<file path="src/rtl/dlsr_pkg.sv">
package dlsr_pkg;

  // Widths fixed by the command fields.
  localparam int COORD_W = 8;
  localparam int RAD_W   = 6;
  localparam int POS_W   = 6;
  localparam int ROW_W   = 6;   // canvas rows never exceed 64
  localparam int EXT_W   = 11;  // signed width for coordinate arithmetic
  localparam int SQ_W    = 12;  // radius squared

  typedef enum logic [1:0] {
    OP_ADD    = 2'd0,
    OP_DEL    = 2'd1,
    OP_RENDER = 2'd2,
    OP_NOP    = 2'd3
  } op_e;

  typedef enum logic [1:0] {
    KIND_RECT = 2'd0,
    KIND_LINE = 2'd1,
    KIND_TRI  = 2'd2,
    KIND_CIRC = 2'd3
  } kind_e;

  typedef enum logic [1:0] {
    ST_OK     = 2'd0,
    ST_FULL   = 2'd1,
    ST_BADPOS = 2'd2
  } status_e;

  // One display list entry as held in the shape memory.
  typedef struct packed {
    logic [1:0]                kind;
    logic signed [COORD_W-1:0] ax;
    logic signed [COORD_W-1:0] ay;
    logic signed [COORD_W-1:0] bx;
    logic signed [COORD_W-1:0] by;
    logic [RAD_W-1:0]          radius;
  } shape_t;

  // Request from the sequencer to the coverage unit.
  typedef struct packed {
    logic             start;
    logic [ROW_W-1:0] row;
  } cover_req_t;

endpackage

</file>
<file path="src/rtl/dlsr_cmd_if.sv">
interface dlsr_cmd_if;
  logic       valid;
  logic       ready;
  logic [1:0] opcode;
  logic [1:0] shape_kind;
  logic signed [7:0] point_a_x;
  logic signed [7:0] point_a_y;
  logic signed [7:0] point_b_x;
  logic signed [7:0] point_b_y;
  logic [5:0] circle_radius;
  logic [5:0] position;

  modport source (
    output valid, opcode, shape_kind, point_a_x, point_a_y, point_b_x, point_b_y,
    output circle_radius, position,
    input  ready
  );
  modport sink (
    input  valid, opcode, shape_kind, point_a_x, point_a_y, point_b_x, point_b_y,
    input  circle_radius, position,
    output ready
  );
endinterface

</file>
<file path="src/rtl/dlsr_res_if.sv">
interface dlsr_res_if #(parameter int PIX_W = 50);
  logic             valid;
  logic             ready;
  logic [1:0]       status;
  logic [4:0]       row_number;
  logic [PIX_W-1:0] row_pixels;
  logic [4:0]       shapes_held;
  logic             last;

  modport source (
    output valid, status, row_number, row_pixels, shapes_held, last,
    input  ready
  );
  modport sink (
    input  valid, status, row_number, row_pixels, shapes_held, last,
    output ready
  );
endinterface

</file>
<file path="src/rtl/dlsr_cover.sv">
module dlsr_cover #(
  parameter int CANVAS_WIDTH = 50
) (
  input  logic                     clk_i,
  input  logic                     rst_ni,
  input  dlsr_pkg::cover_req_t     req_i,
  input  dlsr_pkg::shape_t         shape_i,
  output logic                     done_o,
  output logic [CANVAS_WIDTH-1:0]  mask_o
);

  localparam int EW = dlsr_pkg::EXT_W;
  localparam int QW = dlsr_pkg::SQ_W;
  localparam int RW = dlsr_pkg::RAD_W;

  typedef enum logic [4:0] {
    C_IDLE = 5'b00001,
    C_EVAL = 5'b00010,
    C_SQRT = 5'b00100,
    C_FIN  = 5'b01000,
    C_DONE = 5'b10000
  } cst_e;

  // Columns lo..hi of the row, clipped to the canvas.
  function automatic logic [CANVAS_WIDTH-1:0] span(logic signed [EW-1:0] lo,
                                                   logic signed [EW-1:0] hi);
    logic [CANVAS_WIDTH-1:0] m;
    logic signed [EW-1:0]    cc;
    m = '0;
    for (int c = 0; c < CANVAS_WIDTH; c++) begin
      cc = EW'(c);
      m[c] = (cc >= lo) && (cc <= hi);
    end
    return m;
  endfunction

  cst_e                    cst_q, cst_d;
  dlsr_pkg::shape_t        sh_q;
  logic signed [EW-1:0]    y_q;
  logic [QW-1:0]           rest_q, rest_d;
  logic [RW-1:0]           root_q, root_d;
  logic [2:0]              bit_q, bit_d;
  logic [CANVAS_WIDTH-1:0] mask_q, mask_d;

  logic signed [EW-1:0] ax, ay, bx, by, xlo, xhi, ylo, yhi, ti, rad, dy, rt;
  logic [RW-1:0]           ady, trial;
  logic [QW-1:0]           rr, dd, tsq;
  logic                    circ_out;
  logic [CANVAS_WIDTH-1:0] edge_mask;

  assign ax  = EW'(sh_q.ax);
  assign ay  = EW'(sh_q.ay);
  assign bx  = EW'(sh_q.bx);
  assign by  = EW'(sh_q.by);
  assign xlo = (ax > bx) ? bx : ax;
  assign xhi = (ax > bx) ? ax : bx;
  assign ylo = (ay > by) ? by : ay;
  assign yhi = (ay > by) ? ay : by;
  assign ti  = y_q - ay;
  assign rad = $signed({{(EW-RW){1'b0}}, sh_q.radius});
  assign dy  = y_q - ay;
  assign rt  = $signed({{(EW-RW){1'b0}}, root_q});

  // Disc row test and the remaining squared half width.
  assign circ_out = (dy < -rad) || (dy > rad);
  assign ady      = (dy < 0) ? RW'(-dy) : RW'(dy);
  assign rr       = QW'(sh_q.radius) * QW'(sh_q.radius);
  assign dd       = QW'(ady) * QW'(ady);
  assign trial    = root_q | (RW'(1) << bit_q);
  assign tsq      = QW'(trial) * QW'(trial);

  // Coverage of the straight-edged kinds.
  always_comb begin
    edge_mask = '0;
    case (dlsr_pkg::kind_e'(sh_q.kind))
      dlsr_pkg::KIND_RECT: begin
        if (y_q >= ylo && y_q <= yhi) begin
          if (y_q == ylo || y_q == yhi) edge_mask = span(xlo, xhi);
          else edge_mask = span(ax, ax) | span(bx, bx);
        end
      end
      dlsr_pkg::KIND_LINE: begin
        if (ay == by) begin
          if (y_q == ay) edge_mask = span(xlo, xhi);
        end else if (ax == bx) begin
          if (y_q >= ylo && y_q <= yhi) edge_mask = span(ax, ax);
        end
      end
      dlsr_pkg::KIND_TRI: begin
        if (bx > EW'(0) && ti >= EW'(0) && ti < bx) begin
          edge_mask = span(ax - ti, ax - ti) | span(ax + ti, ax + ti);
          if (ti == bx - EW'(1))
            edge_mask = edge_mask | span(ax - bx + EW'(1), ax + bx - EW'(1));
        end
      end
      default: edge_mask = '0;
    endcase
  end

  // Sequencer: evaluate, then for a disc take the root one bit a cycle.
  always_comb begin
    cst_d  = cst_q;
    rest_d = rest_q;
    root_d = root_q;
    bit_d  = bit_q;
    mask_d = mask_q;
    case (cst_q)
      C_IDLE: if (req_i.start) cst_d = C_EVAL;
      C_EVAL: begin
        if (dlsr_pkg::kind_e'(sh_q.kind) == dlsr_pkg::KIND_CIRC && !circ_out) begin
          rest_d = rr - dd;
          root_d = '0;
          bit_d  = 3'(RW - 1);
          cst_d  = C_SQRT;
        end else begin
          mask_d = (dlsr_pkg::kind_e'(sh_q.kind) == dlsr_pkg::KIND_CIRC) ? '0 : edge_mask;
          cst_d  = C_DONE;
        end
      end
      C_SQRT: begin
        if (tsq <= rest_q) root_d = trial;
        if (bit_q == 3'd0) cst_d = C_FIN;
        else bit_d = bit_q - 3'd1;
      end
      C_FIN: begin
        mask_d = span(ax - rt, ax + rt);
        cst_d  = C_DONE;
      end
      C_DONE: cst_d = C_IDLE;
      default: cst_d = C_IDLE;
    endcase
  end

  always_ff @(posedge clk_i or negedge rst_ni) begin
    if (!rst_ni) begin
      cst_q <= C_IDLE;
    end else begin
      cst_q <= cst_d;
    end
  end

  // Working registers carry no reset.
  always_ff @(posedge clk_i) begin
    if (cst_q == C_IDLE && req_i.start) begin
      sh_q <= shape_i;
      y_q  <= $signed({{(EW-dlsr_pkg::ROW_W){1'b0}}, req_i.row});
    end
    rest_q <= rest_d;
    root_q <= root_d;
    bit_q  <= bit_d;
    mask_q <= mask_d;
  end

  assign done_o = (cst_q == C_DONE);
  assign mask_o = mask_q;

endmodule

</file>
<file path="src/rtl/display_list_shape_rasterizer_unit.sv">
// Channel  Modport  Beat carries
// cmd_i    sink     opcode, shape_kind, point_a/b x/y, circle_radius, position
// res_o    source   status, row_number, row_pixels, shapes_held, last
//
// Add, a bad delete and the unused opcode go straight to the response; delete
// moves each entry above the gap one place down. Render visits, per row, each
// shape: a memory read and an evaluation, with a bit-serial root for a disc.
// Reset clears state, shape count and output valid, not the shape memory.
// A result waits in the output register; a stalled result holds the sequencer.
module display_list_shape_rasterizer_unit #(
  parameter int CANVAS_WIDTH  = 50,
  parameter int CANVAS_HEIGHT = 20,
  parameter int MAX_SHAPES    = 20
) (
  input  logic       clk_i,
  input  logic       rst_ni,
  dlsr_cmd_if.sink   cmd_i,
  dlsr_res_if.source res_o
);

  localparam int AW = (MAX_SHAPES > 1) ? $clog2(MAX_SHAPES) : 1;
  localparam int CW = $clog2(MAX_SHAPES + 1);
  localparam int YW = (CANVAS_HEIGHT > 1) ? $clog2(CANVAS_HEIGHT) : 1;

  typedef enum logic [7:0] {
    S_IDLE   = 8'b00000001,
    S_RESP   = 8'b00000010,
    S_DRD    = 8'b00000100,
    S_DWR    = 8'b00001000,
    S_RRD    = 8'b00010000,
    S_RSTART = 8'b00100000,
    S_RWAIT  = 8'b01000000,
    S_ROUT   = 8'b10000000
  } st_e;

  st_e                     st_q, st_d;
  logic [CW-1:0]           total_q, total_d;
  logic [CW-1:0]           idx_q, idx_d;
  logic [YW-1:0]           row_q, row_d;
  logic [CANVAS_WIDTH-1:0] acc_q, acc_d;
  logic [1:0]              code_q, code_d;

  // Output register.
  logic                    ov_q, ov_d;
  logic [1:0]              o_st_q, o_st_d;
  logic [4:0]              o_row_q, o_row_d;
  logic [CANVAS_WIDTH-1:0] o_pix_q, o_pix_d;
  logic [4:0]              o_held_q, o_held_d;
  logic                    o_last_q, o_last_d;
  logic                    out_free, load;

  // Shape memory ports.
  dlsr_pkg::shape_t        mem [MAX_SHAPES];
  dlsr_pkg::shape_t        rd_q, wd;
  logic                    we, re;
  logic [AW-1:0]           wa, ra;

  dlsr_pkg::cover_req_t    creq;
  logic                    cdone;
  logic [CANVAS_WIDTH-1:0] cmask;

  logic                    accept;
  logic [CW:0]             idx_p1, idx_p2;
  logic [CW:0]             pos_ext;

  assign accept   = cmd_i.valid && cmd_i.ready;
  assign out_free = !ov_q || res_o.ready;
  assign idx_p1   = {1'b0, idx_q} + (CW+1)'(1);
  assign idx_p2   = {1'b0, idx_q} + (CW+1)'(2);
  assign pos_ext  = (CW+1)'(cmd_i.position);

  assign wd = (st_q == S_IDLE) ?
              dlsr_pkg::shape_t'{kind: cmd_i.shape_kind, ax: cmd_i.point_a_x,
                ay: cmd_i.point_a_y, bx: cmd_i.point_b_x, by: cmd_i.point_b_y,
                radius: cmd_i.circle_radius}
              : rd_q;

  // Command sequencer.
  always_comb begin
    st_d     = st_q;
    total_d  = total_q;
    idx_d    = idx_q;
    row_d    = row_q;
    acc_d    = acc_q;
    code_d   = code_q;
    we       = 1'b0;
    re       = 1'b0;
    wa       = total_q[AW-1:0];
    ra       = idx_q[AW-1:0];
    load     = 1'b0;
    o_st_d   = o_st_q;
    o_row_d  = o_row_q;
    o_pix_d  = o_pix_q;
    o_held_d = o_held_q;
    o_last_d = o_last_q;
    creq     = '{start: 1'b0, row: dlsr_pkg::ROW_W'(row_q)};
    case (st_q)
      S_IDLE: begin
        if (accept) begin
          code_d = dlsr_pkg::ST_OK;
          st_d   = S_RESP;
          case (dlsr_pkg::op_e'(cmd_i.opcode))
            dlsr_pkg::OP_ADD: begin
              if (total_q >= CW'(MAX_SHAPES)) begin
                code_d = dlsr_pkg::ST_FULL;
              end else begin
                we      = 1'b1;
                total_d = total_q + CW'(1);
              end
            end
            dlsr_pkg::OP_DEL: begin
              if (pos_ext == '0 || pos_ext > (CW+1)'(total_q)) begin
                code_d = dlsr_pkg::ST_BADPOS;
              end else if (pos_ext == (CW+1)'(total_q)) begin
                total_d = total_q - CW'(1);
              end else begin
                idx_d = CW'(pos_ext - (CW+1)'(1));
                st_d  = S_DRD;
              end
            end
            dlsr_pkg::OP_RENDER: begin
              row_d = '0;
              idx_d = '0;
              acc_d = '0;
              st_d  = S_RRD;
            end
            default: st_d = S_RESP;
          endcase
        end
      end
      S_RESP: begin
        if (out_free) begin
          load     = 1'b1;
          o_st_d   = code_q;
          o_row_d  = '0;
          o_pix_d  = '0;
          o_held_d = 5'(total_q);
          o_last_d = 1'b1;
          st_d     = S_IDLE;
        end
      end
      // Close the gap: read the entry above, write it one place down.
      S_DRD: begin
        re   = 1'b1;
        ra   = idx_p1[AW-1:0];
        st_d = S_DWR;
      end
      S_DWR: begin
        we = 1'b1;
        wa = idx_q[AW-1:0];
        if (idx_p2 == (CW+1)'(total_q)) begin
          total_d = total_q - CW'(1);
          st_d    = S_RESP;
        end else begin
          idx_d = CW'(idx_p1);
          st_d  = S_DRD;
        end
      end
      // Render: visit each stored shape for the current row.
      S_RRD: begin
        if (idx_q == total_q) begin
          st_d = S_ROUT;
        end else begin
          re   = 1'b1;
          st_d = S_RSTART;
        end
      end
      S_RSTART: begin
        creq.start = 1'b1;
        st_d       = S_RWAIT;
      end
      S_RWAIT: begin
        if (cdone) begin
          acc_d = acc_q | cmask;
          idx_d = CW'(idx_p1);
          st_d  = S_RRD;
        end
      end
      S_ROUT: begin
        if (out_free) begin
          load     = 1'b1;
          o_st_d   = dlsr_pkg::ST_OK;
          o_row_d  = 5'(row_q);
          o_pix_d  = acc_q;
          o_held_d = 5'(total_q);
          o_last_d = (row_q == YW'(CANVAS_HEIGHT - 1));
          idx_d    = '0;
          acc_d    = '0;
          if (row_q == YW'(CANVAS_HEIGHT - 1)) begin
            st_d = S_IDLE;
          end else begin
            row_d = row_q + YW'(1);
            st_d  = S_RRD;
          end
        end
      end
      default: st_d = S_IDLE;
    endcase
  end

  always_comb begin
    ov_d = ov_q;
    if (load) ov_d = 1'b1;
    else if (res_o.ready) ov_d = 1'b0;
  end

  always_ff @(posedge clk_i or negedge rst_ni) begin
    if (!rst_ni) begin
      st_q    <= S_IDLE;
      total_q <= '0;
      ov_q    <= 1'b0;
    end else begin
      st_q    <= st_d;
      total_q <= total_d;
      ov_q    <= ov_d;
    end
  end

  always_ff @(posedge clk_i) begin
    idx_q    <= idx_d;
    row_q    <= row_d;
    acc_q    <= acc_d;
    code_q   <= code_d;
    o_st_q   <= o_st_d;
    o_row_q  <= o_row_d;
    o_pix_q  <= o_pix_d;
    o_held_q <= o_held_d;
    o_last_q <= o_last_d;
  end

  // Shape memory, one write and one registered read per cycle.
  always_ff @(posedge clk_i) begin
    if (we) mem[wa] <= wd;
    if (re) rd_q <= mem[ra];
  end

  dlsr_cover #(
    .CANVAS_WIDTH (CANVAS_WIDTH)
  ) u_cover (
    .clk_i   (clk_i),
    .rst_ni  (rst_ni),
    .req_i   (creq),
    .shape_i (rd_q),
    .done_o  (cdone),
    .mask_o  (cmask)
  );

  assign cmd_i.ready       = (st_q == S_IDLE);
  assign res_o.valid       = ov_q;
  assign res_o.status      = o_st_q;
  assign res_o.row_number  = o_row_q;
  assign res_o.row_pixels  = o_pix_q;
  assign res_o.shapes_held = o_held_q;
  assign res_o.last        = o_last_q;

  // The list never grows past its capacity.
  a_total_cap: assert property (@(posedge clk_i) disable iff (!rst_ni)
    total_q <= CW'(MAX_SHAPES))
    else $error("shape count above capacity");

  // A read and a write never hit the same entry in one cycle.
  a_no_collide: assert property (@(posedge clk_i) disable iff (!rst_ni)
    (we && re) |-> (wa != ra))
    else $error("shape memory read and write collide");

  // A marked row result carries either row zero or the bottom row.
  a_last_row: assert property (@(posedge clk_i) disable iff (!rst_ni)
    (ov_q && o_last_q) |-> (o_row_q == 5'd0 || o_row_q == 5'(CANVAS_HEIGHT - 1)))
    else $error("last beat on an inner row");

  // The coverage unit answers only while the sequencer waits for it.
  a_done_wait: assert property (@(posedge clk_i) disable iff (!rst_ni)
    cdone |-> (st_q == S_RWAIT))
    else $error("coverage result outside of a wait");

endmodule
</file>
<file path="src/flat_wrapper.sv">
// flat-port wrapper written by rule: the top's interface ports become plain ports
module display_list_shape_rasterizer_unit_flat 
#(
  parameter int CANVAS_WIDTH  = 50,
  parameter int CANVAS_HEIGHT = 20,
  parameter int MAX_SHAPES    = 20
)
  (clk_i, rst_ni, cmd_i_valid, cmd_i_opcode, cmd_i_shape_kind, cmd_i_point_a_x, cmd_i_point_a_y, cmd_i_point_b_x, cmd_i_point_b_y, cmd_i_circle_radius, cmd_i_position, cmd_i_ready, res_o_valid, res_o_status, res_o_row_number, res_o_row_pixels, res_o_shapes_held, res_o_last, res_o_ready);
  dlsr_cmd_if cmd_i_i ();
  dlsr_res_if res_o_i ();
  input  logic clk_i;
  input  logic rst_ni;
  input wire logic [$bits(cmd_i_i.valid)-1:0] cmd_i_valid;
  input wire logic [$bits(cmd_i_i.opcode)-1:0] cmd_i_opcode;
  input wire logic [$bits(cmd_i_i.shape_kind)-1:0] cmd_i_shape_kind;
  input wire logic [$bits(cmd_i_i.point_a_x)-1:0] cmd_i_point_a_x;
  input wire logic [$bits(cmd_i_i.point_a_y)-1:0] cmd_i_point_a_y;
  input wire logic [$bits(cmd_i_i.point_b_x)-1:0] cmd_i_point_b_x;
  input wire logic [$bits(cmd_i_i.point_b_y)-1:0] cmd_i_point_b_y;
  input wire logic [$bits(cmd_i_i.circle_radius)-1:0] cmd_i_circle_radius;
  input wire logic [$bits(cmd_i_i.position)-1:0] cmd_i_position;
  output wire logic [$bits(cmd_i_i.ready)-1:0] cmd_i_ready;
  output wire logic [$bits(res_o_i.valid)-1:0] res_o_valid;
  output wire logic [$bits(res_o_i.status)-1:0] res_o_status;
  output wire logic [$bits(res_o_i.row_number)-1:0] res_o_row_number;
  output wire logic [$bits(res_o_i.row_pixels)-1:0] res_o_row_pixels;
  output wire logic [$bits(res_o_i.shapes_held)-1:0] res_o_shapes_held;
  output wire logic [$bits(res_o_i.last)-1:0] res_o_last;
  input wire logic [$bits(res_o_i.ready)-1:0] res_o_ready;
  assign cmd_i_i.valid = cmd_i_valid;
  assign cmd_i_i.opcode = cmd_i_opcode;
  assign cmd_i_i.shape_kind = cmd_i_shape_kind;
  assign cmd_i_i.point_a_x = cmd_i_point_a_x;
  assign cmd_i_i.point_a_y = cmd_i_point_a_y;
  assign cmd_i_i.point_b_x = cmd_i_point_b_x;
  assign cmd_i_i.point_b_y = cmd_i_point_b_y;
  assign cmd_i_i.circle_radius = cmd_i_circle_radius;
  assign cmd_i_i.position = cmd_i_position;
  assign cmd_i_ready = cmd_i_i.ready;
  assign res_o_valid = res_o_i.valid;
  assign res_o_status = res_o_i.status;
  assign res_o_row_number = res_o_i.row_number;
  assign res_o_row_pixels = res_o_i.row_pixels;
  assign res_o_shapes_held = res_o_i.shapes_held;
  assign res_o_last = res_o_i.last;
  assign res_o_i.ready = res_o_ready;
  display_list_shape_rasterizer_unit #(.CANVAS_WIDTH(CANVAS_WIDTH), .CANVAS_HEIGHT(CANVAS_HEIGHT), .MAX_SHAPES(MAX_SHAPES)) u_core (.clk_i(clk_i), .rst_ni(rst_ni), .cmd_i(cmd_i_i), .res_o(res_o_i));
endmodule
</file>
<file path="config.mk">
export PLATFORM = sky130hd
export DESIGN_NAME = display_list_shape_rasterizer_unit_flat
export DESIGN_NICKNAME = d
export VERILOG_FILES = /design/src/rtl/dlsr_pkg.sv /design/src/rtl/dlsr_cmd_if.sv /design/src/rtl/dlsr_res_if.sv /design/src/rtl/dlsr_cover.sv /design/src/rtl/display_list_shape_rasterizer_unit.sv /design/src/flat_wrapper.sv
export SDC_FILE = /design/constraint.sdc
export NUM_CORES = 2
export LEC_CHECK = 0
export BUFFER_PORTS_ARGS = -buffer_cell sky130_fd_sc_hd__buf_4
export CAP_MARGIN = 20
export CORE_ASPECT_RATIO = 0.6
export CORE_UTILIZATION = 40
export DETAILED_ROUTE_END_ITERATION = 10
export HOLD_SLACK_MARGIN = 0.08
export SLEW_MARGIN = 15
export SYNTH_ARGS = -nofsm -noshare
export SYNTH_HDL_FRONTEND = slang
export SYNTH_SLANG_ARGS = --single-unit
</file>
<file path="constraint.sdc">
create_clock -name clk_i -period 13.5 [get_ports clk_i]
set_clock_uncertainty 0.05 [all_clocks]
set_input_delay 1.35 -clock clk_i [delete_from_list [all_inputs] [get_ports clk_i]]
set_output_delay 1.35 -clock clk_i [all_outputs]
set_load 0.02 [all_outputs]
</file>
After elaboration in Yosys (flattened, before gate mapping)
Memories as Yosys holds them, arrays and structs flattened. A register that Yosys moved wholly into a read port is not among the register bits.
Index checks and enable logic that the tools add are counted.

storage, ports and cells
  bits in registers = 260
  latch bits = 0
  bits in writable memories = 800
  ROM bits = 0
  output and inout port bits = 65
  logic and storage cells = 1295
  memories kept = 1

operators by class
  add/subtract/negate cells = 20
  multipliers = 3
  div/mod/pow operators = 0
  $lt $le $gt $ge = 713
  eq/ne operators = 48
  shift operators = 1
  mux-type cells = 92
  bitwise logic cells = 5
  reductions and logical operators = 388

memory list
  memory      words  width  read ports  clocked after memory_dff  wr ports  line                                      source
  u_core.mem  20     40     1           1                         1         display_list_shape_rasterizer_unit.sv:53  dlsr_pkg::shape_t mem [MAX_SHAPES];

operators with widths
  operator               number
  $mux W50               15
  $ge A7 B10 Y1 const A  54
  $le A7 B10 Y1 const A  54
  $ge A6 B10 Y1 const A  48
  $le A6 B10 Y1 const A  48
  $logic_and A1 B1 Y1    356
  $pmux W50 S3           2
  $ge A7 B8 Y1 const A   36
  $le A7 B8 Y1 const A   36
  $ge A6 B8 Y1 const A   32
  $le A6 B8 Y1 const A   32
  $ge A5 B10 Y1 const A  24
  $le A5 B10 Y1 const A  24
  $or A50 B50 Y50        4
  $pmux W50 S2           2
  $ge A7 B11 Y1 const A  18
  $le A7 B11 Y1 const A  18
  $ge A6 B11 Y1 const A  16
  $le A6 B11 Y1 const A  16
  $ge A7 B9 Y1 const A   18
  $le A7 B9 Y1 const A   18
  $ge A6 B9 Y1 const A   16
  $le A6 B9 Y1 const A   16
  $ge A5 B8 Y1 const A   16
  other kinds (124)      351

Longest topological paths before layout
  depth in word-level cells = 12
  gate-level depth with buffers = 28

By module
Synthesis repeated with hierarchy kept, for this count alone.

unflattened totals
  cell total of the unflattened synthesis = 5259
  area, all modules = 64116.5 um^2

by module, submodules not included
  module                              times used  cells each  area each (um^2)  seq. area each (um^2)
  display_list_shape_rasterizer_unit  1           2498        43629.3           29329.4
  dlsr_cover                          1           2761        20487.1           3639.7

Worst setup path before layout
Ideal clock, no wire load.

  path type = reg-to-reg
  from = register u_core.u_cover.sh_q (netlist bit u_core.u_cover.ay[0])
  to = register u_core.u_cover.mask_q[0] (netlist: u_core.u_cover.mask_o[0]), enable pin
  library setup time = 727 ps
  arrival = 10558 ps
  setup slack = 2165 ps
  cell stages (with the launch flop) = 15
  path buffers = 0
  clock period less this slack = 11335 ps
  cell sequence = edfxtp_1 > ha_1 > fa_1 > and2b_1 > o22a_1 > xnor2_1 > inv_1 > ha_1 > nor3_1 > a211o_1 > o21ai_0 > a31oi_1 > a211o_1 > o21ai_0 > a2111oi_0

on the way
  word-level cells in the longest chain between the ends = 7
  elaborated cells between the ends (all ways) = 8
  classes of those cells = add/sub (1); order compare (2); eq/ne (1); reduce/logical (4)

RTL lines
  element                                               line               source
  start: declaration                                    dlsr_cover.sv:38   dlsr_pkg::shape_t sh_q;
  start signal: assignment                              dlsr_cover.sv:145  sh_q <= shape_i;
  $sub A6 B8 Y9 *                                       dlsr_cover.sv:61   assign dy = y_q - ay;
  $lt A9 B11 Y1 / $gt A9 B7 Y1 (equally long branches)  dlsr_cover.sv:65   assign circ_out = (dy < -rad) || (dy > rad);
  $logic_or A1 B1 Y1 *                                  dlsr_cover.sv:65
  $logic_not A1 Y1 *                                    dlsr_cover.sv:110  if (dlsr_pkg::kind_e'(sh_q.kind) == dlsr_pkg::KIND_CIRC && !circ_out) begin
  $logic_and A1 B1 Y1 *                                 dlsr_cover.sv:110
  $ne A2 B2 Y1 (no source line) *                       --
  $reduce_and A2 Y1 (no source line) *                  --
  end signal: assignment                                dlsr_cover.sv:151  mask_q <= mask_d;
  end: declaration                                      dlsr_cover.sv:43   logic [CANVAS_WIDTH-1:0] mask_q, mask_d;

Every way passes the cells marked *; elsewhere a longest branch is shown, timed or not.
A chain may end at the register's enable or synchronous reset.

Worst setup path after layout
  from = register u_core.u_cover.sh_q (netlist bit u_core.u_cover.ay[0])
  to = register u_core.u_cover.rest_q[11] (data pin)

on the way
  word-level cells in the longest chain between the ends = 5
  elaborated cells between the ends (all ways) = 6
  classes of those cells = add/sub (3); mul (1); order compare (1); mux (1)

RTL lines
  element                                            line               source
  $sub A6 B8 Y9 *                                    dlsr_cover.sv:61
  $lt A9 B1 Y1 / $neg A6 Y6 (equally long branches)  dlsr_cover.sv:66   assign ady = (dy < 0) ? RW'(-dy) : RW'(dy);
  $mux W6 *                                          dlsr_cover.sv:66
  $mul A6 B6 Y12 *                                   dlsr_cover.sv:68   assign dd = QW'(ady) * QW'(ady);
  $sub A12 B12 Y12 *                                 dlsr_cover.sv:111  rest_d = rr - dd;
  end signal: assignment                             dlsr_cover.sv:148  rest_q <= rest_d;
  end: declaration                                   dlsr_cover.sv:40   logic [QW-1:0] rest_q, rest_d;

Marked as above.

==> flow_summary.ini <==
[timing]
slew_viol_final = 0
rsz0062_at_grt = false
fin_setup_tns_ns = 0
worst_pin_slew_ns = 1.362
setup_violations = 0
max_slew_margin = 0.08801
timing.final.crit_share = 0.5590
fmax_ghz = 0.1325
final-hold-violation-count = 0
min_period_ns = 7.546

[detailed_routing]
detail-route-antenna-nets = 0
post-route-drc-count = 0
vias = 44190
drtIter0Drc = 6626
post_drt_wl_per_cell_um = 32.68
first_pass_iters = 7
avgViaCountPerCell = 6.381
drt_wl_total_mm = 226.3

[final_layout]
area_growth_pct = 11.87
final_common_cell = edfxtp_1
drive_gt1_frac = 0.1417
final_cell_mix = edfxtp_1, nand2_1, nor2_1
post-route-util = 0.4516
fillers = 13180
nNetsFinal = 5204
final_cells = 6925

[floorplanning]
core_um2 = 144900
dieWidth_um = 495.6
rows = 108
ios = 117
start_util = 0.4036
die_h_um = 298.2
die-area_um2 = 147800

[synthesis]
syn_inst = 4804
syn_area_um2 = 58470
ys_ff_latch = 1100
avgSynthCellArea_um2 = 12.17
synthArstFlopShare = 0.01727
syn_nets = 5102
synth_warnings = 0
synth-seq-area-share = 0.5633
synth_cell_types = 96
synth_edf_count = 1081
synth-main-ff-cell = edfxtp_1

[global_route]
grt_pass1_vias = 41320
antenna_found_initial = 18
grt_max_degree = 129
grt.overflow.total = 0
grtUsageTotal = 0.3022
grt_first_pass_wirelength_mm = 316.4

[worst_setup_path]
crit_required_ns = 13.90
cp.arrival_ns = 7.95
endpoint_kind = flop
crit_type = reg -> reg
start_kind = flop
worst-path-max-fanout = 11

[hold_path]
hp-class = reg -> reg

[clock_network]
cts_hold_buf = 0
clock_path_buffers = 3
cts_root_buffer = clkbuf_16
post_cts_resized = 0
path_clk_slew_ns = 0.08
cts_tree = yes
post_cts_buffers = 0
cts_buffers = 99
clock-sinks = 1100
htree_num_levels = 3
clock_latency_ns = 0.74

[run]
maxCapViolCount = 0

[power_and_ir_drop]
p_per_area_nw_per_um2 = 157.8
p_leak_nw = 22.50
ir_drop_mv = 0.1704

[placed_design]
dp.cells = 6721
io_buffers = 116
dp.final_hpwl_mm = 155.7
gp_congestion = 1.097

[status]
status = complete, no violations
[area by class of cell]
class | instances | area, um2 | area share
Sequential cell | 1100 | 32940 | 0.5036
Multi-Input combinational cell | 3249 | 24190 | 0.3698
Clock buffer | 125 | 2575 | 0.03936
Tap cell | 1925 | 2409 | 0.03682
Timing Repair Buffer | 268 | 2051 | 0.03135
Inverter | 188 | 705.7 | 0.01079
Clock inverter | 53 | 503.0 | 0.007689
Antenna cell | 17 | 42.54 | 0.0006503
[registers in the layout, indices dropped and copies added (netlist names), 12 cells and up]
| signal | count |
|---|---|
| u_core.u_cover.mask_o | 50 |
| u_core.acc_q | 50 |
| u_core.res_o.row_pixels | 50 |
| u_core.rd_q | 40 |
| u_core.mem | 800 |
| u_core.u_cover.rest_q | 12 |
[metrics by stage]
stage	total power, mW	hold slack, ns	cell area [um2]	setup WS, ns
after detailed placement	7.583	0.3884	62210	6.122
final	10.32	0.4061	65410	5.954
after global routing	10.78	0.4192	65400	5.553
after floorplan	6.604	0.3731	58470	2.165
after global placement	7.573	0.3827	62200	6.047
after CTS	10.34	0.3908	65290	6.035
[critical path, stage by stage, from the launching register on]
cell	delay (ns)
edfxtp_1	0.40
ha_1	0.27
fa_1	0.45
and2b_1	0.27
o221ai_2	0.13
a21o_1	0.35
inv_1	0.23
nor2_1	0.09
xnor2_1	0.41
inv_1	0.23
nand2_1	0.18
inv_1	0.07
fa_1	0.50
inv_1	0.06
fa_1	0.51
fa_1	0.55
inv_1	0.06
fa_1	0.51
fa_1	0.56
inv_1	0.05
ha_1	0.33
a21o_1	0.17
a21oi_1	0.20
o21ai_0	0.15
o21ai_0	0.16
nand2b_1	0.08
a21oi_1	0.18
xnor2_1	0.10
[per-layer routing]
| metal | vias up | GRT usage | part of all wire |
|---|---|---|---|
| li1 | 18550 | - | - |
| met1 | 22530 | 0.4778 | 0.47 |
| met2 | 2798 | 0.3564 | 0.36 |
| met3 | 289 | 0.1556 | 0.16 |
| met4 | 18 | 0.04510 | 0.015 |
| met5 | - | 0.01981 | 0.0032 |
[final timing paths]
check | from | end | slack, ns | cells past startpoint
setup / recovery | u_core.u_cover.ay[0] | u_core.u_cover.rest_q[11] | 5.95 | 27
hold / removal | u_core.rd_q[6] | u_core.u_cover.by[0] | 0.41 | 0
setup reg to reg | u_core.u_cover.ay[0] | u_core.u_cover.rest_q[11] | 5.95 | 27
hold reg to reg | u_core.rd_q[6] | u_core.u_cover.by[0] | 0.41 | 0
max in group asynchronous | rst_ni | u_core.st_q[0] | 12.70 | 1
min in group asynchronous | rst_ni | u_core.res_o.valid | 0.43 | 1
[logic make-up (layout without fill, tap and decap cells)]
| kind of cell | Yosys count | in the layout | synth area share |
|---|---|---|---|
| and+or+nand+nor | 1615 | 1615 | 0.1295 |
| DFF | 1100 | 1100 | 0.5633 |
| AOI/OAI and AO/OA | 1048 | 1048 | 0.1187 |
| buffers and inverters | 455 | 634 | 0.02964 |
| adders and majority gates | 246 | 246 | 0.05957 |
| muxes | 223 | 223 | 0.08108 |
| xor gates and xnor gates | 117 | 117 | 0.01825 |
| other | 0 | 17 | 0 |
[synth_stat cells, types with 16 or more instances]
library cell	number	area (um2)
a2111oi_0	16	140.1
a211o_1	52	455.4
a211oi_1	54	405.4
a21o_1	25	187.7
a21oi_1	287	1436
a221oi_1	22	192.7
a311oi_1	19	166.4
a31oi_1	63	394.1
and2_1	76	475.5
and3_1	28	175.2
buf_1	52	195.2
clkbuf_1	205	769.5
dfrtp_1	17	425.4
edfxtp_1	1081	32460
fa_1	54	1081
ha_1	192	2402
inv_1	185	694.4
mux2i_1	18	180.2
mux4_2	200	4504
nand2_1	531	1993
nand2b_1	46	287.8
nand3_1	94	470.5
nand4_1	33	206.5
nor2_1	447	1678
nor2b_1	44	275.3
nor3_1	129	645.6
nor3b_1	22	165.2
nor4_1	41	256.5
o211ai_1	41	307.8
o21a_1	19	142.6
o21ai_0	193	965.9
o21bai_1	20	150.1
o221ai_1	20	175.2
o22ai_1	40	250.2
o31ai_1	30	225.2
o32ai_1	21	183.9
or2_2	21	131.4
or3_1	27	168.9
xnor2_1	69	604.3
xor2_1	44	385.4
[report_power, final]
part | total (mW) | leakage, nW | internal (mW) | switching (mW)
logic | 2.98 | 10.9 | 0.975 | 2.00
registers | 4.59 | 10.1 | 4.47 | 0.119
clock network | 2.75 | 1.48 | 1.46 | 1.29
Note: power is estimated with default switching activity, not from simulation.
